**src/hdl/tti_pkg.sv**
```systemverilog
package tti_pkg;

  localparam int MaxRows  = 256;
  localparam int MaxAxis  = 16;
  localparam int FracBits = 16;
  localparam int RowW     = $clog2(MaxRows);
  localparam int AxW      = $clog2(MaxAxis);
  localparam logic [31:0] FailReset = 32'd65536000;

  typedef enum logic [1:0] {
    ST_OK        = 2'd0,
    ST_RANGE     = 2'd1,
    ST_EMPTY     = 2'd2,
    ST_FULL      = 2'd3
  } status_t;

  typedef struct packed {
    logic        op;
    logic [31:0] gas;
    logic [31:0] oil;
    logic [31:0] water;
    logic [31:0] drop;
  } item_t;

  typedef enum logic [4:0] {
    S_IDLE, S_LCHK, S_LROW, S_INS, S_QCHK, S_LOC, S_DIV, S_CSET, S_CRD, S_CCMP,
    S_CDROP, S_CWAIT, S_LERP, S_LMUL, S_DONE
  } state_t;

endpackage

```
**src/hdl/tti_front.sv**
```systemverilog
// input queue: two-entry fifo between the accept side and the engine
module tti_front (
  input  logic           clk,
  input  logic           rst_n,
  input  logic           push,
  input  tti_pkg::item_t din,
  output logic           full,
  output logic           avail,
  output tti_pkg::item_t dout,
  input  logic           take
);
  tti_pkg::item_t q_r [2];
  logic rd_r, wr_r;
  logic [1:0] cnt_r;
  logic do_push, do_take;

  assign full    = cnt_r == 2'd2;
  assign avail   = cnt_r != 2'd0;
  assign dout    = q_r[rd_r];
  assign do_push = push && !full;
  assign do_take = take && avail;

  always_ff @(posedge clk) begin
    if (do_push) q_r[wr_r] <= din;
    if (!rst_n) begin
      rd_r <= 1'b0; wr_r <= 1'b0; cnt_r <= 2'd0;
    end else begin
      if (do_push) wr_r <= ~wr_r;
      if (do_take) rd_r <= ~rd_r;
      cnt_r <= cnt_r + {1'b0, do_push} - {1'b0, do_take};
    end
  end
endmodule

```
**config.mk**
```make
export PLATFORM = sky130hd
export DESIGN_NAME = tti_front
export DESIGN_NICKNAME = d
export VERILOG_FILES = /design/src/hdl/tti_pkg.sv /design/src/hdl/tti_front.sv
export SDC_FILE = /design/constraint.sdc
export NUM_CORES = 1
export LEC_CHECK = 0
export BUFFER_PORTS_ARGS = -buffer_cell sky130_fd_sc_hd__buf_2
export CELL_PAD_IN_SITES_DETAIL_PLACEMENT = 0
export CELL_PAD_IN_SITES_GLOBAL_PLACEMENT = 1
export CORE_UTILIZATION = 47
export CTS_CLUSTER_SIZE = 20
export DETAILED_ROUTE_END_ITERATION = 12
export PLACE_DENSITY_LB_ADDON = 0.1
export SYNTH_ARGS = -nofsm -noshare
export SYNTH_HDL_FRONTEND = slang
export SYNTH_SLANG_ARGS = --single-unit
```
**constraint.sdc**
```tcl
create_clock -name clk -period 21.4 [get_ports clk]
set_input_delay 2.14 -clock clk [delete_from_list [all_inputs] [get_ports clk]]
set_output_delay 2.14 -clock clk [all_outputs]
set_load 0.02 [all_outputs]
```
# After elaboration in Yosys (flattened, before gate mapping)
# Memory sizes are Yosys's and may differ from the RTL's. A register that Yosys moved wholly into a read port is not among the register bits.
# Index checks and enable logic that the tools add are counted.
[word_totals] register_bits=4 mem_bits_rw=258 mem_count=1 in_bits=133
[memory_table] name="q_r" words=2 width=129 read_ports=1 rd_clocked_by_memory_dff=1 write_ports=1 line="tti_front.sv:12" text="tti_pkg::item_t q_r [2];"
[classes] bitwise=2 add_sub_neg=2 muxes=4 reduce_logical=4 n_eq_ne=1
[op_table] op="$mux 1" n=4
[op_table] op="$add 2x1->2" n=1
[op_table] op="$eq 2x2->1 const B" n=1
[op_table] op="$logic_and 1x1->1" n=2
[op_table] op="$not 1->1" n=2
[op_table] op="$reduce_bool 2->1" n=1
[op_table] op="$sub 2x1->2" n=1
[op_table] op="$logic_not 1->1" n=1

# Logic depth before layout (Yosys ltp)
# Gate-level depths: netlist of the first run.
[logic_depth] ltp_word=5 mapped_depth=8

# Worst setup path before layout of the first run
# Ideal clock, no wire load.
[synth_timing] path_type="in2reg" from="in push" to="mem q_r[0][0] (netlist name), enable pin" setup_time_ns=0.619 arrival_ns=7.593 path_stages=2 path_buffers=0 path_slack_ns=13.188 path_cell_list="nand2_1 -> nor2_1"
[synth_via] elab_chain_cells=3
[synth_lines] element="start, declared" line="tti_front.sv:5" text="input logic push,"
[synth_lines] element="$logic_and 1x1->1" line="tti_front.sv:20" text="assign do_push = push && !full;"
[synth_lines] element="$mux 1" line="tti_front.sv:24" text="if (do_push) q_r[wr_r] <= din;"
[synth_lines] element="$mux 1 (implied by the code)" line="tti_front.sv:24"
[synth_lines] element="end, declared" line="tti_front.sv:12"
# Every way passes these cells.

==> results.txt, run 1 <==
Status - finished, final reports clean
CP Launch Type - register
Post-DP Area - 11100 um^2
Final min period - 5.05 ns
First-pass GRT wire length - 26400 um
Hold_buf cts - 0
HPWL after DPL - 11900 um
Vias in the first global route - 4969
Worst R2R Setup Slack - 18.77 ns
GR Util All Layers - 0.168
Most frequent cells in the layout - buf_2 (263), edfxtp_1 (258), mux2_2 (129)
Sw frac - 0.286
Critical Path RT - 19.26 ns
Worst Hold Depth - 2
Slew Viols, Final - 0
DR WL/cell - 18.5 um
Seq/Total Area, Yosys - 0.819
Final Hold Fails - 0
Fin crit share - 0.236
Max Clk Rate - 0.198 GHz
Post_cts resized - 0
Port Buffers - 263
Final core occ - 0.607
ANT nets after route - 0
Slowest stage delay, CP - 0.89 ns
Area Growth Syn to Fin - 24.9%
Critical Path End Type - output port
Clk network pwr share - 0.300
Slew headroom - 0.304
Worst IR drop on VDD - 83.4 uV
Via count - 4830
Ys flop type - edfxtp_1
Syn_nets - 562
Share of cells above drive strength 1 - 0.596
Num rows - 51
P_leak - 0.00446 uW
Post-synth ARST share - 0
Syn Inst Count - 427
Skew-Pair Late Insertion Delay - 0.51 ns
Clock transition at path regs - 0.06 ns
Non-Filler Instances - 994
DRC - 0
Slowest CP cell - dfxtp_4
Grt total ovfl - 0
Ports - 264
Fin area - 12000 um^2
# clock sinks - 263
HP Start - rd_r
Combinational power share - 0.242
Crit path buf inv count - 2
Die Ht - 145 um
First-pass iteration count of the detailed router - 4
Pint - 1060 uW
RSZ-0062 raised after global routing - no
Worst Setup Path Type - reg -> out
Worst r2r path cells - 3
Max_cap viols - 0
CTS tree - done
Crit-path cells - buf_4, mux2_2, buf_2
Worst slew pin tran - 1.04 ns
Iter 0 DRT Violations - 253
Pin count of the biggest net entering global routing - 76
Multi-input gate area - 1590 um^2
Syn Area/Cell - 22.4 um^2
Worst Path Max Fanout - 67
Core area - 19700 um^2
FF+latch area - 7850 um^2
Routed WL - 18400 um
Worst EP arrival - 2.91 ns
Seq pwr share - 0.457
Number of synthesized flops with an enable pin - 258
Final setup vio count - 0
Power per Cell Area - 124 nW/um^2
RR Endpoint - q_r[1][39]
Synth cell types - 17
WP depth - 3
Yosys warns - 0
Antenna violations before repair - 3
Flip-flop and latch count after synthesis - 263
Fillers - 1494
Inst Count DP - 945
Hold WC Path Type - reg -> reg
Num CTS Buffers - 27
Routed vias/inst - 4.86
Psw - 424 uW
Setup bufs post-CTS - 0
Final setup TNS - 0 ns
Htree depth - 1
Starting Density - 0.486
Commonest non-fill, non-tap cell in the layout - buf_2
Mapped cell area - 9590 um^2
Clk root buf - clkbuf_16
Final GP Congestion - 0.756
Reg2Reg Launch Point - cnt_r[0]
Final net count - 844
Die width - 145 um
Longest Clk Path Bufs - 3
Final Skew - 0.0174 ns
Top delay family on crit path - buffers and inverters
Die ar. - 21000 um^2
-- Yosys cell counts (2+ instances only) --
cell / number / area share
buf_6: 13 / 0.015
dfxtp_1: 5 / 0.010
edfxtp_1: 258 / 0.81
ha_1: 2 / 0.0026
inv_1: 3 / 0.0012
mux2_2: 129 / 0.15
nand2_1: 2 / 0.00078
nand2b_1: 2 / 0.0013
nor2_1: 4 / 0.0016
xnor2_1: 2 / 0.0018
-- kinds of logic (layout without fill, tap and decap cells) --
family,count (synthesis),in the layout,share of synthesized area
flops,263,263,0.819
mux,130,130,0.153
buf+inv,17,316,0.0170
simple gates,11,11,0.00561
xor+xnor,3,3,0.00274
fa+ha+maj,2,2,0.00261
compound gates,1,1,0.000783
other cells,0,3,0
-- routing by layer --
| layer | up-vias | GRT usage | share of wire |
|---|---|---|---|
| met1 | 2332 | 0.205 | 0.39 |
| met4 | 2 | 0.0465 | 0.020 |
| met2 | 190 | 0.286 | 0.49 |
| met5 | - | 0 | 0.00071 |
| li1 | 2274 | - | - |
| met3 | 32 | 0.0569 | 0.098 |
-- tightest hold or removal path, stage by stage (launching register included) --
cell	delay [ns]
dfxtp_1	0.32
xnor2_1	0.08
nor2_1	0.08
-- state kept, by name, summed over array words and instances, names as in the netlist, named ones only --
register	count
cnt_r	2
q_r	258
wr_r	1
rd_r	1
-- cell type report --
cell class | instances | area share
Antenna cell | 3 | 0.000627
Clock buffer | 39 | 0.0602
Clock inverter | 7 | 0.00930
Inverter | 3 | 0.000941
Multi-Input combinational cell | 147 | 0.133
Sequential cell | 263 | 0.656
Tap cell | 265 | 0.0277
Timing Repair Buffer | 267 | 0.112
-- power by group through the flow --
| stage | Sequential [uW] | Combinational (uW) | Clock (uW) |
|---|---|---|---|
| after global placement | 687 | 361 | 0 |
| after detailed placement | 690 | 363 | 0 |
| after global routing | 687 | 385 | 475 |
| after CTS | 680 | 365 | 456 |
| after floorplan | 681 | 270 | 0 |
| final | 678 | 359 | 445 |
-- how the worst max path moves through the flow --
stage / startpoint / endpoint / slack, ns
finish: register / dout[120] / 16.35
global route: register / dout[71] / 16.14
CTS: register / dout[29] / 16.26
detailed placement: register / dout[29] / 16.81
global placement: register / dout[29] / 16.84
floorplan: push / q_r[0][0] / 13.19
-- through the flow --
| stage | worst slack (ns) | power [uW] | hold WS, ns |
|---|---|---|---|
| CTS | 16.26 | 1500 | 0.530 |
| detailed placement | 16.81 | 1050 | 0.509 |
| floorplan | 13.19 | 951 | 0.455 |
| global placement | 16.84 | 1050 | 0.497 |
| global route | 16.14 | 1550 | 0.589 |
| finish | 16.35 | 1480 | 0.529 |
Power figures use the tool's default switching activity.
==> run 2, diff against run 1 <==
- CORE_UTILIZATION: 47 -> 40
- clock period: 21.4 -> 4.54 ns (I/O delays scaled with it)
==> run 2 against run 1 <==
Net effect:
- combinational power grew to 4.7 times the previous value
- clock skew is 0.0093 ns lower
- die area is 17% higher
- core utilization is 9.4 points lower
- via count is 1.1% higher
- register-to-register slack worse by 16 ns
- non-clock buffer count stayed put
- sequential power grew to 4.7 times the previous value
- total power grew to 4.7 times the previous value
- final cell count is 5.7% higher
- first-iteration DRC count is 31% lower
- largest cell class unchanged
- largest power group unchanged
- highest routed layer unchanged
==> results.txt, run 2 (synthesized netlist as in run 1, its figures left out) <==
Reg2Reg Launch Point - cnt_r[0]
Largest register FFs - 258
Htree depth - 1
Largest regs - q_r x258, cnt_r x2
Via count - 4881
Core area - 23500 um^2
Power per Cell Area - 573 nW/um^2
Routed vias/inst - 4.64
Final min period - 2.97 ns
# clock sinks - 263
Worst EP arrival - 2.52 ns
Most flops, register - q_r
Most frequent cells in the layout - buf_2 (263), edfxtp_1 (258), mux2_2 (129)
Ports - 264
CTS tree - done
Non-Filler Instances - 1051
RR Endpoint - q_r[1][13]
Antenna violations before repair - 5
Final setup TNS - 0 ns
Worst IR drop on VDD - 306 uV
Skew-Pair Late Insertion Delay - 0.52 ns
Setup bufs post-CTS - 0
Worst slew pin tran - 1.02 ns
Longest Clk Path Bufs - 3
DR WL/cell - 17.5 um
Clk root buf - clkbuf_16
HPWL after DPL - 11800 um
Inst Count DP - 999
Clock transition at path regs - 0.06 ns
Share of cells above drive strength 1 - 0.601
Final net count - 845
CP Launch Type - register
Worst Setup Path Type - reg -> out
Iter 0 DRT Violations - 175
Final Skew - 0.00816 ns
First-pass iteration count of the detailed router - 4
P_leak - 0.00447 uW
Hold WC Path Type - in -> reg
Final Hold Fails - 0
Worst r2r path cells - 3
Num CTS Buffers - 28
Pint - 4890 uW
DRC - 0
Setup WS post-layout - 1.57 ns
Max Clk Rate - 0.337 GHz
Die ar. - 24600 um^2
First-pass GRT wire length - 27000 um
Vias in the first global route - 5026
Critical Path RT - 4.09 ns
Die width - 157 um
Worst Hold Depth - 1
Worst R2R Setup Slack - 2.36 ns
Critical Path End Type - output port
Slew Viols, Final - 0
Hold_buf cts - 0
DP Worst Slack - 2.03 ns
Max_cap viols - 0
ANT nets after route - 0
Num rows - 56
Pwr Total - 6900 uW
Status - finished, final reports clean
Port Buffers - 263
Worst Path Max Fanout - 72
Sw frac - 0.291
HP Start - din[127]
Starting Density - 0.408
Fin crit share - 0.654
Die Ht - 157 um
RSZ-0062 raised after global routing - no
Psw - 2010 uW
Routed WL - 18400 um
Combinational power share - 0.244
Final setup vio count - 0
Seq pwr share - 0.465
Area Growth Syn to Fin - 25.7%
Fillers - 1944
GR Util All Layers - 0.145
Pin count of the biggest net entering global routing - 79
Clk network pwr share - 0.291
Post_cts resized - 0
Grt total ovfl - 0
Final GP Congestion - 0.745
Commonest non-fill, non-tap cell in the layout - buf_2
Worst hold endpoint - q_r[0][127]
Slew headroom - 0.320
run 2: metrics by stage:
step | cell area (um^2) | util | hold WS, ns
5_1_grt | 12000 | 0.513 | 0.0933
4_1_cts | 12000 | 0.513 | 0.0872
6_report | 12000 | 0.513 | 0.118
2_1_floorplan | 9590 | - | 0.466
3_3_place_gp | 11200 | 0.478 | 0.493
3_5_place_dp | 11200 | 0.478 | 0.512
run 2: worst max path at each step:
| stage | startpoint | depth (start not counted) | to | slack (ns) |
|---|---|---|---|---|
| 2_1_floorplan | cnt_r[0] | 3 | q_r[0][0] | 0.16 |
| 3_3_place_gp | register | 3 | dout[26] | 2.05 |
| 3_5_place_dp | register | 3 | dout[76] | 2.03 |
| 4_1_cts | register | 3 | dout[32] | 1.44 |
| 5_1_grt | register | 3 | dout[32] | 1.39 |
| 6_report | register | 3 | dout[108] | 1.57 |
run 2: critical path, stage by stage (launching register included):
cell and delay, ns:
dfxtp_4 1.00, buf_12 0.37, mux2_2 0.39, buf_2 0.16
run 2: area by class of cell:
cell class              count  area, um^2  share of cell area
clock buffers              34         744              0.0618
diodes                      3        7.51            0.000623
multi-input cells         147        1590               0.132
repair buffers            267        1370               0.114
well taps                 319         399              0.0331
clock inverters            15        75.1             0.00623
inverters                   3        11.3            0.000935
flip-flops and latches    263        7850               0.652
run 2: power groups by stage:
stage	Sequential [uW]	Combinational, uW	Clock (uW)
global placement	3250	1710	0
CTS	3220	1720	2070
global route	3250	1810	2170
detailed placement	3270	1710	0
floorplan	3190	1270	0
finish	3210	1690	2010
run 2: metal layers:
layer  GRT usage  up-vias  share of wire
met5           0        -         0.0022
met4      0.0476        6          0.022
met3      0.0521       36          0.097
met2       0.240      191           0.48
met1       0.176     2384           0.40
li1            -     2264              -
==> run 3, diff against run 2 <==
- clock period: 4.54 -> 2.61 ns (I/O delays scaled with it)
==> run 3 against run 2 <==
Net effect:
- worst hold slack got worse by 0.053 ns
- critical path type unchanged
- core utilization rose by 6.3 points
- via count up 10%
- non-clock buffer count rose by 135
- sequential power grew 70%
==> results.txt, run 3 (synthesized netlist as in run 1, its figures left out) <==
Status - finished, final reports clean
Largest register FFs - 258
Share of cells above drive strength 1 - 0.512
P_leak - 0.00510 uW
CTS tree - done
Fin crit share - 0.862
Routed WL - 19900 um
Final Hold Fails - 0
Vias in the first global route - 5644
Max_cap viols - 0
Fin area - 13500 um^2
Slew Viols, Final - 0
CP Launch Type - register
Iter 0 DRT Violations - 206
Pint - 8960 uW
Max Clk Rate - 0.444 GHz
Clock transition at path regs - 0.06 ns
Worst slew pin tran - 0.447 ns
GR Util All Layers - 0.157
RSZ-0062 raised after global routing - no
Grt total ovfl - 0
Htree depth - 1
Num CTS Buffers - 28
Largest regs - q_r x258, cnt_r x2
Die Ht - 157 um
DRC - 0
First-pass GRT wire length - 29400 um
Longest Clk Path Bufs - 3
Skew-Pair Late Insertion Delay - 0.53 ns
Antenna violations before repair - 0
Combinational power share - 0.265
Crit-path cells - buf_12, mux2_2, buf_2
Clk network pwr share - 0.299
Slowest CP cell - dfxtp_4
Post-DP Area - 11300 um^2
Clk root buf - clkbuf_16
Die width - 157 um
Pin count of the biggest net entering global routing - 69
Num rows - 56
Worst EP arrival - 1.99 ns
HPWL after DPL - 12700 um
Critical Path End Type - output port
Commonest non-fill, non-tap cell in the layout - buf_2
Area Growth Syn to Fin - 41.1%
Worst IR drop on VDD - 601 uV
Final Skew - 0.0166 ns
First-pass iteration count of the detailed router - 4
Critical Path RT - 2.35 ns
Psw - 3570 uW
Final min period - 2.25 ns
Most frequent cells in the layout - buf_2 (263), edfxtp_1 (258), dlygate4sd3_1 (130)
Ant diodes - 0
Power per Cell Area - 926 nW/um^2
Post_cts resized - 0
Layer with the highest usage - met2
Final GP Congestion - 0.749
Sw frac - 0.285
Final net count - 980
Seq pwr share - 0.436
Die ar. - 24600 um^2
Slew headroom - 0.702
Port Buffers - 263
Met1 track demand over resource - 0.199
Starting Density - 0.408
Worst Path Max Fanout - 61
ANT nets after route - 0
DR WL/cell - 16.8 um
Top delay family on crit path - buffers and inverters
Met3 usage - 0.0490
Slowest stage delay, CP - 0.48 ns
Routed vias/inst - 4.54
Final core occ - 0.576
Crit path buf inv count - 2
Hold WC Path Type - in -> reg
Most flops, register - q_r
M2 GR Usage - 0.261
Final setup vio count - 0
Ports - 264
Worst Setup Path Type - reg -> out
Via count - 5379
# clock sinks - 263
Core area - 23500 um^2
[run 3: power by group through the flow]
stage,sequential (uW),combinational (uW),clock (uW)
floorplan,5510,2230,0
global placement,5530,3180,0
detailed placement,5550,3200,0
CTS,5470,3370,3860
global route,5510,3560,4020
finish,5460,3320,3750
[run 3: worst min-delay path, stage by stage]
cell	delay, ns
buf_2	0.12
nand2_4	0.09
mux2i_1	0.07
[run 3: final cells by class]
type                       count  area [um^2]
tap                          319          399
multi-input combinational    147         1600
sequential                   263         7850
inverter                       3         11.3
timing repair buffer         402         2770
fill                        1810         9940
clock inverter                 8         57.6
clock buffer                  44          832
[run 3: path summary, 6_finish.rpt]
path                                     to  cells after the start      from  slack [ns]
worst max-delay path              dout[100]                      3  register        0.36
worst min-delay path                   wr_r                      3      push        0.07
worst max register to register  q_r[1][121]                      3  cnt_r[0]        0.92
worst min register to register         rd_r                      2      rd_r        0.52
[run 3: stage by stage]
stage / hold slack [ns] / cells / setup slack, ns / total power [uW] / TNS (ns)
global route: 0.0500 / 1186 / 0.275 / 13100 / 0
floorplan: 0.360 / 427 / -0.239 / 7740 / -30.88
global placement: 0.448 / 1004 / 0.923 / 8710 / 0
finish: 0.0653 / 1186 / 0.359 / 12500 / 0
detailed placement: 0.453 / 1004 / 0.904 / 8760 / 0
CTS: 0.0396 / 1186 / 0.335 / 12700 / 0
[run 3: repair_timing]
item | CTS | global route
endpoints found under the setup margin | 0 | 0
hold buffers | 130 | 0
endpoints found under the hold margin | 260 | 0
buffers inserted | 0 | 0
[run 3: metal layers]
| layer | part of all wire | wire length [um] |
|---|---|---|
| met1 | 0.43 | 8550 |
| met2 | 0.47 | 9410 |
| met3 | 0.083 | 1650 |
| met4 | 0.016 | 317 |
| met5 | 0 | 0 |
